## src/rtl/deks_pkg.sv

```systemverilog
// Package for the DES expansion, key mixing and S-box unit.
// Holds the field widths, the E selection table, the eight S-boxes and the lookup functions.
// Has no dependencies; the top level imports it.
package deks_pkg;

	localparam int unsigned HALF_W     = 32;
	localparam int unsigned KEY_W      = 48;
	localparam int unsigned SBOX_OUT_W = 32;
	localparam int unsigned NUM_BOXES  = 8;
	localparam int unsigned BOX_IN_W   = 6;
	localparam int unsigned BOX_OUT_W  = 4;
	localparam int unsigned BOX_DEPTH  = 64;

	// Stream payload widths, padded up to whole bytes.
	localparam int unsigned IN_DATA_BITS = HALF_W + KEY_W;
	localparam int unsigned IN_TDATA_W   = ((IN_DATA_BITS + 7) / 8) * 8;
	localparam int unsigned OUT_TDATA_W  = ((SBOX_OUT_W + 7) / 8) * 8;

	typedef logic [HALF_W-1:0]     half_t;
	typedef logic [KEY_W-1:0]      key_t;
	typedef logic [SBOX_OUT_W-1:0] sbox_word_t;
	typedef logic [BOX_IN_W-1:0]   six_t;
	typedef logic [BOX_OUT_W-1:0]  nib_t;
	typedef logic [5:0]            esel_t;

	// Source bit of the half block for each expanded position, one based, DES order.
	localparam esel_t ESEL [KEY_W] = '{
		6'd32, 6'd1,  6'd2,  6'd3,  6'd4,  6'd5,
		6'd4,  6'd5,  6'd6,  6'd7,  6'd8,  6'd9,
		6'd8,  6'd9,  6'd10, 6'd11, 6'd12, 6'd13,
		6'd12, 6'd13, 6'd14, 6'd15, 6'd16, 6'd17,
		6'd16, 6'd17, 6'd18, 6'd19, 6'd20, 6'd21,
		6'd20, 6'd21, 6'd22, 6'd23, 6'd24, 6'd25,
		6'd24, 6'd25, 6'd26, 6'd27, 6'd28, 6'd29,
		6'd28, 6'd29, 6'd30, 6'd31, 6'd32, 6'd1
	};

	// Each box is laid out as row * 16 + column.
	localparam nib_t SBOX [NUM_BOXES][BOX_DEPTH] = '{
		'{4'd14,4'd4,4'd13,4'd1,4'd2,4'd15,4'd11,4'd8,4'd3,4'd10,4'd6,4'd12,4'd5,4'd9,4'd0,4'd7,
		  4'd0,4'd15,4'd7,4'd4,4'd14,4'd2,4'd13,4'd1,4'd10,4'd6,4'd12,4'd11,4'd9,4'd5,4'd3,4'd8,
		  4'd4,4'd1,4'd14,4'd8,4'd13,4'd6,4'd2,4'd11,4'd15,4'd12,4'd9,4'd7,4'd3,4'd10,4'd5,4'd0,
		  4'd15,4'd12,4'd8,4'd2,4'd4,4'd9,4'd1,4'd7,4'd5,4'd11,4'd3,4'd14,4'd10,4'd0,4'd6,4'd13},
		'{4'd15,4'd1,4'd8,4'd14,4'd6,4'd11,4'd3,4'd4,4'd9,4'd7,4'd2,4'd13,4'd12,4'd0,4'd5,4'd10,
		  4'd3,4'd13,4'd4,4'd7,4'd15,4'd2,4'd8,4'd14,4'd12,4'd0,4'd1,4'd10,4'd6,4'd9,4'd11,4'd5,
		  4'd0,4'd14,4'd7,4'd11,4'd10,4'd4,4'd13,4'd1,4'd5,4'd8,4'd12,4'd6,4'd9,4'd3,4'd2,4'd15,
		  4'd13,4'd8,4'd10,4'd1,4'd3,4'd15,4'd4,4'd2,4'd11,4'd6,4'd7,4'd12,4'd0,4'd5,4'd14,4'd9},
		'{4'd10,4'd0,4'd9,4'd14,4'd6,4'd3,4'd15,4'd5,4'd1,4'd13,4'd12,4'd7,4'd11,4'd4,4'd2,4'd8,
		  4'd13,4'd7,4'd0,4'd9,4'd3,4'd4,4'd6,4'd10,4'd2,4'd8,4'd5,4'd14,4'd12,4'd11,4'd15,4'd1,
		  4'd13,4'd6,4'd4,4'd9,4'd8,4'd15,4'd3,4'd0,4'd11,4'd1,4'd2,4'd12,4'd5,4'd10,4'd14,4'd7,
		  4'd1,4'd10,4'd13,4'd0,4'd6,4'd9,4'd8,4'd7,4'd4,4'd15,4'd14,4'd3,4'd11,4'd5,4'd2,4'd12},
		'{4'd7,4'd13,4'd14,4'd3,4'd0,4'd6,4'd9,4'd10,4'd1,4'd2,4'd8,4'd5,4'd11,4'd12,4'd4,4'd15,
		  4'd13,4'd8,4'd11,4'd5,4'd6,4'd15,4'd0,4'd3,4'd4,4'd7,4'd2,4'd12,4'd1,4'd10,4'd14,4'd9,
		  4'd10,4'd6,4'd9,4'd0,4'd12,4'd11,4'd7,4'd13,4'd15,4'd1,4'd3,4'd14,4'd5,4'd2,4'd8,4'd4,
		  4'd3,4'd15,4'd0,4'd6,4'd10,4'd1,4'd13,4'd8,4'd9,4'd4,4'd5,4'd11,4'd12,4'd7,4'd2,4'd14},
		'{4'd2,4'd12,4'd4,4'd1,4'd7,4'd10,4'd11,4'd6,4'd8,4'd5,4'd3,4'd15,4'd13,4'd0,4'd14,4'd9,
		  4'd14,4'd11,4'd2,4'd12,4'd4,4'd7,4'd13,4'd1,4'd5,4'd0,4'd15,4'd10,4'd3,4'd9,4'd8,4'd6,
		  4'd4,4'd2,4'd1,4'd11,4'd10,4'd13,4'd7,4'd8,4'd15,4'd9,4'd12,4'd5,4'd6,4'd3,4'd0,4'd14,
		  4'd11,4'd8,4'd12,4'd7,4'd1,4'd14,4'd2,4'd13,4'd6,4'd15,4'd0,4'd9,4'd10,4'd4,4'd5,4'd3},
		'{4'd12,4'd1,4'd10,4'd15,4'd9,4'd2,4'd6,4'd8,4'd0,4'd13,4'd3,4'd4,4'd14,4'd7,4'd5,4'd11,
		  4'd10,4'd15,4'd4,4'd2,4'd7,4'd12,4'd9,4'd5,4'd6,4'd1,4'd13,4'd14,4'd0,4'd11,4'd3,4'd8,
		  4'd9,4'd14,4'd15,4'd5,4'd2,4'd8,4'd12,4'd3,4'd7,4'd0,4'd4,4'd10,4'd1,4'd13,4'd11,4'd6,
		  4'd4,4'd3,4'd2,4'd12,4'd9,4'd5,4'd15,4'd10,4'd11,4'd14,4'd1,4'd7,4'd6,4'd0,4'd8,4'd13},
		'{4'd4,4'd11,4'd2,4'd14,4'd15,4'd0,4'd8,4'd13,4'd3,4'd12,4'd9,4'd7,4'd5,4'd10,4'd6,4'd1,
		  4'd13,4'd0,4'd11,4'd7,4'd4,4'd9,4'd1,4'd10,4'd14,4'd3,4'd5,4'd12,4'd2,4'd15,4'd8,4'd6,
		  4'd1,4'd4,4'd11,4'd13,4'd12,4'd3,4'd7,4'd14,4'd10,4'd15,4'd6,4'd8,4'd0,4'd5,4'd9,4'd2,
		  4'd6,4'd11,4'd13,4'd8,4'd1,4'd4,4'd10,4'd7,4'd9,4'd5,4'd0,4'd15,4'd14,4'd2,4'd3,4'd12},
		'{4'd13,4'd2,4'd8,4'd4,4'd6,4'd15,4'd11,4'd1,4'd10,4'd9,4'd3,4'd14,4'd5,4'd0,4'd12,4'd7,
		  4'd1,4'd15,4'd13,4'd8,4'd10,4'd3,4'd7,4'd4,4'd12,4'd5,4'd6,4'd11,4'd0,4'd14,4'd9,4'd2,
		  4'd7,4'd11,4'd4,4'd1,4'd9,4'd12,4'd14,4'd2,4'd0,4'd6,4'd10,4'd13,4'd15,4'd3,4'd5,4'd8,
		  4'd2,4'd1,4'd14,4'd7,4'd4,4'd10,4'd8,4'd13,4'd15,4'd12,4'd9,4'd0,4'd3,4'd5,4'd6,4'd11}
	};

	// E expansion: position p in DES order lands in bit KEY_W-1-p of the result.
	function automatic key_t deks_expand(input half_t half);
		key_t  acc;
		esel_t src;
		acc = '0;
		for (int p = 0; p < KEY_W; p++) begin
			src = esel_t'(HALF_W) - ESEL[p];
			acc[KEY_W-1-p] = half[src[4:0]];
		end
		return acc;
	endfunction

	// Full substitution of a mixed 48-bit word; box 1 takes the top group.
	function automatic sbox_word_t deks_substitute(input key_t mixed);
		sbox_word_t res;
		six_t       six;
		for (int b = 0; b < NUM_BOXES; b++) begin
			six = mixed[KEY_W-1-BOX_IN_W*b -: BOX_IN_W];
			// Row comes from the outer bits, column from the middle four.
			res[SBOX_OUT_W-1-BOX_OUT_W*b -: BOX_OUT_W] = SBOX[b][{six[5], six[0], six[4:1]}];
		end
		return res;
	endfunction

endpackage

```

## src/rtl/des_expand_keymix_sbox_unit.sv

```systemverilog
// DES round core without the P permutation: E expansion, key XOR and the eight S-boxes.
// Depends on deks_pkg for widths, tables and the lookup functions.
//
//  Channel   Dir  Handshake                Payload
//  s_axis    in   s_axis_tvalid/tready     tdata[31:0] half_block, [79:32] round_key
//  m_axis    out  m_axis_tvalid/tready     tdata[31:0] sbox_out
//
// Each transaction passes an input register and then a result register; the lookup logic
// between them is one XOR level and eight 64-entry table reads. One transaction is taken
// every cycle while the output side keeps up. Under output back-pressure the two registers
// fill and the input stalls only when both hold data. Reset clears the valid flags only;
// payloads are not reset.
module des_expand_keymix_sbox_unit (
	input  logic                              clk,
	input  logic                              arst_n,
	input  logic                              s_axis_tvalid,
	output logic                              s_axis_tready,
	// Fields from bit 0 up: half_block [31:0], round_key [79:32].
	input  logic [deks_pkg::IN_TDATA_W-1:0]   s_axis_tdata,
	output logic                              m_axis_tvalid,
	input  logic                              m_axis_tready,
	// Fields from bit 0 up: sbox_out [31:0].
	output logic [deks_pkg::OUT_TDATA_W-1:0]  m_axis_tdata
);
	import deks_pkg::*;

	logic       valid_s1;
	half_t      half_s1;
	key_t       key_s1;
	logic       valid_s2;
	sbox_word_t result_s2;
	sbox_word_t result_next;
	logic       load_s2;
	logic       load_s1;

	// The result register takes a new word when it is empty or is being drained.
	assign load_s2       = valid_s1 && (!valid_s2 || m_axis_tready);
	// The input register frees up when it is empty or its content moves on.
	assign s_axis_tready = !valid_s1 || load_s2;
	assign load_s1       = s_axis_tvalid && s_axis_tready;

	// Expansion and key mixing feed straight into the S-box lookups.
	assign result_next = deks_substitute(deks_expand(half_s1) ^ key_s1);

	always_ff @(posedge clk or negedge arst_n) begin
		if (!arst_n) begin
			valid_s1 <= 1'b0;
			valid_s2 <= 1'b0;
		end else begin
			if (s_axis_tready) begin
				valid_s1 <= s_axis_tvalid;
			end
			if (!valid_s2 || m_axis_tready) begin
				valid_s2 <= valid_s1;
			end
		end
	end

	always_ff @(posedge clk) begin
		if (load_s1) begin
			half_s1 <= s_axis_tdata[HALF_W-1:0];
			key_s1  <= s_axis_tdata[HALF_W +: KEY_W];
		end
		if (load_s2) begin
			result_s2 <= result_next;
		end
	end

	assign m_axis_tvalid = valid_s2;
	assign m_axis_tdata  = OUT_TDATA_W'(result_s2);

`ifndef SYNTHESIS
	// An accepted transaction always lands in the input register.
	assert property (@(posedge clk) disable iff (!arst_n)
		load_s1 |=> valid_s1)
		else $error("accepted transaction did not reach the input register");

	// A held input register keeps its operands.
	assert property (@(posedge clk) disable iff (!arst_n)
		valid_s1 && !load_s2 |=> valid_s1 && $stable(half_s1) && $stable(key_s1))
		else $error("stalled operands changed");

	// The lookup result moves to the output on the next edge.
	assert property (@(posedge clk) disable iff (!arst_n)
		load_s2 |=> m_axis_tvalid && (result_s2 == $past(result_next)))
		else $error("result register did not capture the lookup");

	// The input side only stalls when both registers are full and the output is blocked.
	assert property (@(posedge clk) disable iff (!arst_n)
		!s_axis_tready |-> valid_s1 && valid_s2 && !m_axis_tready)
		else $error("input stalled without back-pressure");
`endif

endmodule
```

## config.mk

```make
export PLATFORM = sky130hd
export DESIGN_NAME = des_expand_keymix_sbox_unit
export DESIGN_NICKNAME = d
export VERILOG_FILES = /design/src/rtl/deks_pkg.sv /design/src/rtl/des_expand_keymix_sbox_unit.sv
export SDC_FILE = /design/constraint.sdc
export NUM_CORES = 1
export LEC_CHECK = 0
export BUFFER_PORTS_ARGS = -buffer_cell sky130_fd_sc_hd__buf_2
export CAP_MARGIN = 5
export CORE_MARGIN = 2
export CORE_UTILIZATION = 33
export CTS_BUF_LIST = sky130_fd_sc_hd__clkbuf_4 sky130_fd_sc_hd__clkbuf_8 sky130_fd_sc_hd__clkbuf_16
export DETAILED_ROUTE_END_ITERATION = 10
export GPL_TIMING_DRIVEN = 0
export HOLD_SLACK_MARGIN = 0.02
export PLACE_DENSITY = 0.58
export SETUP_SLACK_MARGIN = 0.05
export SLEW_MARGIN = 20
export SYNTH_ARGS = -nofsm -noshare
export SYNTH_HDL_FRONTEND = slang
export SYNTH_SLANG_ARGS = --single-unit
```

## constraint.sdc

```tcl
create_clock -name clk -period 5.5 [get_ports clk]
set_clock_uncertainty 0.1 [all_clocks]
set_input_delay 1.375 -clock clk [delete_from_list [all_inputs] [get_ports clk]]
set_output_delay 1.375 -clock clk [all_outputs]
set_load 0.02 [all_outputs]
```

==> impl.org <==
** Run status
- Result of the run :: finished, final reports clean

** Timing
- Final critical delay including setup and external delays :: approximately 3.3 ns
- Setup violations remaining at the end of the flow were counted as 0.
- Highest Clock Rate :: 302 MHz
- In the final timing run, aggregate negative setup slack is 0 ns.
- Final Hold Vio Count :: 0
- For the pin with the worst max-slew slack, the measured transition is around 0.97 ns.
- Of the available clock period, the critical path in the final layout requires 0.603.
- The worst pin sits at a relative slew slack of 0.351.
- Setup repair after global routing left no endpoint under its margin.
- Number of max-slew violations in the final report :: 0

** Power and ir drop
- For this design the total switching power over the nets is between 0.001 and 0.0015 W.
- Share of power burned in combinational logic :: 0.320
- Power spread over the standard cell area amounts to 330 nW/µm².
- Leakage :: a little under 4 nW
- Cell internal power dissipation :: between 0.002 and 0.0025 W
- Overall power consumption after layout is estimated at approximately 0.0034 W.
- Of the total power, registers draw 0.330.
- Across the VDD grid, the largest voltage drop is roughly 0.15 mV.
- Of the total power, the clock network draws 0.349.
- Switching power as a share of total power :: 0.330

** Critical path
- By startpoint and endpoint, the worst setup path is classified as primary input to primary output.
- Together, buffers and inverters on the worst path number 2.
- For this design, the slowest cell found on the critical path is nand3b_1.
- Sequence of cells on the critical path :: buf_2 > nand3b_1 > buf_2
- Start of the worst register-to-register path :: half_s1[28]$_DFFE_PP_
- CP startpoint kind :: primary input
- Worst path required time :: just over 4 ns
- In this design, the stage delay of the slowest critical-path cell is between 0.15 and 0.2 ns.
- The most numerous cell type found on the critical path is buf_2.
- Counting buffers and inverters, the worst setup path is 3 cells deep.
- Worst Setup SP :: m_axis_tready
- Count of cells along the worst register-to-register path :: 8
- Grouping stages by cell kind, the critical path spends the most delay in buffers and inverters.
- Along the worst path, the maximum fanout reaches 3.
- Worst Path Arrival :: between 1.5 and 2 ns
- Setup crit end kind :: primary output

** Clocking
- Buffers added to address setup during post-CTS repair amount to 0.
- Clock-pin slew was measured on the worst setup and hold paths at 0.05 ns.
- Post-CTS Resized :: 0
- Hold repair after CTS inserted 0 buffers.
- The number of clock buffers added by TritonCTS is 17.
- H-Tree Level Count :: 4
- CTS placed an instance of clkbuf_16 at the clock tree root.
- Clock latency at the later pin of the worst-skew pair :: a little over 0.4 ns
- TritonCTS built the clock tree.
- Clock tree sinks :: 114
- Max Buffers Root-to-Sink :: 2

** GRT
- Pin count of the biggest net entering global routing :: 55
- Sum of overflow across all layers after global routing :: 0
- Global routing usage summed across all routing layers :: 0.149
- Initial antenna violation count :: 0
- The via count of the first global-routing pass came to between 6000 and 7000.
- Wire length of the first global-routing pass :: about 32000 µm

** Detailed routing
- After detailed routing, the average wire length per cell comes to roughly 16 µm.
- In the routed design, unresolved DRC markers number 0.
- The count of nets left with antenna violations once routing finished came out at 0.
- Dividing the detail-routed via count by the number of cells gives between 5 and 6.
- Wirelength, routed :: 20300 µm
- Total via count in the routed design :: 6828
- Drt pass-1 iters :: 5
- The detailed router finished its first iteration with around 530 violations.

** Cells and area
- Registers take ~3400 µm².
- In the final layout, the share of cells above drive strength 1 is 0.220.
- Area overhead of the layout relative to synthesis :: 19.6%
- Net total in the final layout :: 1098
- Excluding fillers, the count of instances in the completed layout stands at between 1000 and 1500.
- Core Util, Final :: 0.398
- After filler insertion, the fill cell instance count of the layout stands at about 2500.
- Summing all multi-input logic gate instances after layout gives 4880 µm².

** Synthesis
- After synthesis, the most frequently instantiated cells are edfxtp_1, nand2_1, ha_1, nor2_1, xnor2_1.
- In the synthesized netlist the async set-or-reset flop fraction comes to 0.0175.
- Largest cells by area after synthesis :: edfxtp_1, ha_1, xnor2_1
- Post-synth cell types :: 60
- The share of synthesized area in the top cell type comes to 0.392.
- Post-synth top flop :: edfxtp_1
- Each instance of the synthesized netlist takes up on average around 11 µm².
- The mapped netlist covers ~8600 µm².
- Synthesis handed over a netlist of ~800 instances.
- Number of flops mapped to enable cells by yosys :: 112
- For this run, the number of Yosys warnings is 0.
- Mapped Nets :: 960
- Post-synthesis cell type with the largest combined area :: edfxtp_1
- In the post-synthesis netlist, the cell with the most instances is edfxtp_1.
- Proportion of synthesized chip area in sequential cells :: 0.398
- Number of register bits inferred by synthesis :: about 110

** Floorplan
- Initial cell density of the core :: 0.333
- Core Footprint :: around 26000 µm²
- The die covers between 20000 and 30000 µm².
- Die Wd :: around 170 µm
- I/O Pins :: 118
- After floorplanning, the core was divided into 59 placement rows.
- Die Ht :: between 150 and 200 µm

** Placed design
- After detailed placement, the design holds a cell count of around 1300.
- The HPWL after detailed placement is between 10000 and 15000 µm.
- Final estimated routing congestion in global placement :: between 0.9 and 1
- Number of buffer cells added on primary ports :: between 100 and 150

** Hold path
- Min-Delay Startpoint :: valid_s1$_DFFE_PN0P_
- Type of the most critical hold path :: flip-flop to flip-flop
- Worst Hold Depth :: 1

** Run
- Max-cap violations in this run came to 0.
power by group through the flow:
stage               registers (W)  logic (W)  clock network [W]
floorplan                 0.00119   0.000748                  0
CTS                       0.00112    0.00108            0.00121
detailed placement        0.00114    0.00107                  0
global placement          0.00114    0.00106                  0
global route              0.00113    0.00120            0.00125
finish                    0.00112    0.00108            0.00118
flip-flops by register name, indices dropped and copies added (netlist names):
| register | count |
|---|---|
| key_s1 | 48 |
| half_s1 | 32 |
| m_axis_tdata | 32 |
| m_axis_tvalid | 1 |
| valid_s1 | 1 |
kinds of logic (layout without fill, tap and decap cells):
| logic type | Yosys count | in the layout | share of synthesized area |
|---|---|---|---|
| AOI/OAI and AO/OA | 211 | 211 | 0.173 |
| and+or+nand+nor | 210 | 210 | 0.106 |
| DFF | 114 | 114 | 0.398 |
| xor gates and xnor gates | 98 | 98 | 0.115 |
| buffers and inverters | 71 | 222 | 0.0337 |
| adders and majority gates | 62 | 62 | 0.0904 |
| muxes | 48 | 48 | 0.0846 |
| other | 0 | 1 | 0 |
metal layers:
metal | vias to the layer above | track usage | part of all wire
met5 | - | 0 | 0
met4 | 0 | 0.0427 | 0.010
met3 | 15 | 0.0300 | 0.051
met2 | 215 | 0.251 | 0.50
met1 | 3237 | 0.194 | 0.44
li1 | 3361 | - | -
worst paths after layout:
check,endpoint,slack (ns)
worst max-delay path,s_axis_tready,2.19
worst min-delay path,m_axis_tvalid$_DFFE_PN0P_,0.38
worst max register to register,m_axis_tdata[30]$_DFFE_PP_,2.45
worst min register to register,m_axis_tvalid$_DFFE_PN0P_,0.38
max in group asynchronous,valid_s1$_DFFE_PN0P_,4.56
min in group asynchronous,m_axis_tvalid$_DFFE_PN0P_,0.64
placed cells by master, fill, tap and decap left out, drive strengths merged, types with 5 or more instances in the layout:
| cell | instances |
|---|---|
| clkbuf | 40 |
| mux2i | 26 |
| a211o | 6 |
| a21oi | 33 |
| ha | 62 |
| xor2 | 40 |
| a221o | 5 |
| o31ai | 5 |
| o2111ai | 10 |
| mux4 | 19 |
| inv | 33 |
| a2111oi | 6 |
| a31oi | 20 |
| nor3 | 21 |
| a211oi | 21 |
| o21ai | 33 |
| buf | 135 |
| nand2b | 7 |
| o211ai | 28 |
| nand3 | 26 |
| clkinv | 6 |
| xnor2 | 58 |
| edfxtp | 112 |
| nor2 | 59 |
| o221ai | 5 |
| nand2 | 82 |
through the flow:
step	setup slack, ns	hold WS, ns	instance area [µm²]
after global placement	0.530	0.370	9590
after CTS	2.18	0.386	10300
final	2.19	0.380	10300
after global routing	2.14	0.428	10300
after detailed placement	2.18	0.374	9640
after floorplan	1.41	0.349	8580
area by class of cell:
type	instances	area share
Antenna cell	1	0.000244
Buffer	38	0.0161
Clock buffer	18	0.0422
Clock inverter	14	0.0183
Inverter	33	0.0121
Multi-Input combinational cell	629	0.476
Sequential cell	114	0.333
Tap cell	335	0.0409
Timing Repair Buffer	119	0.0617
(Power assumes the default switching activity.)
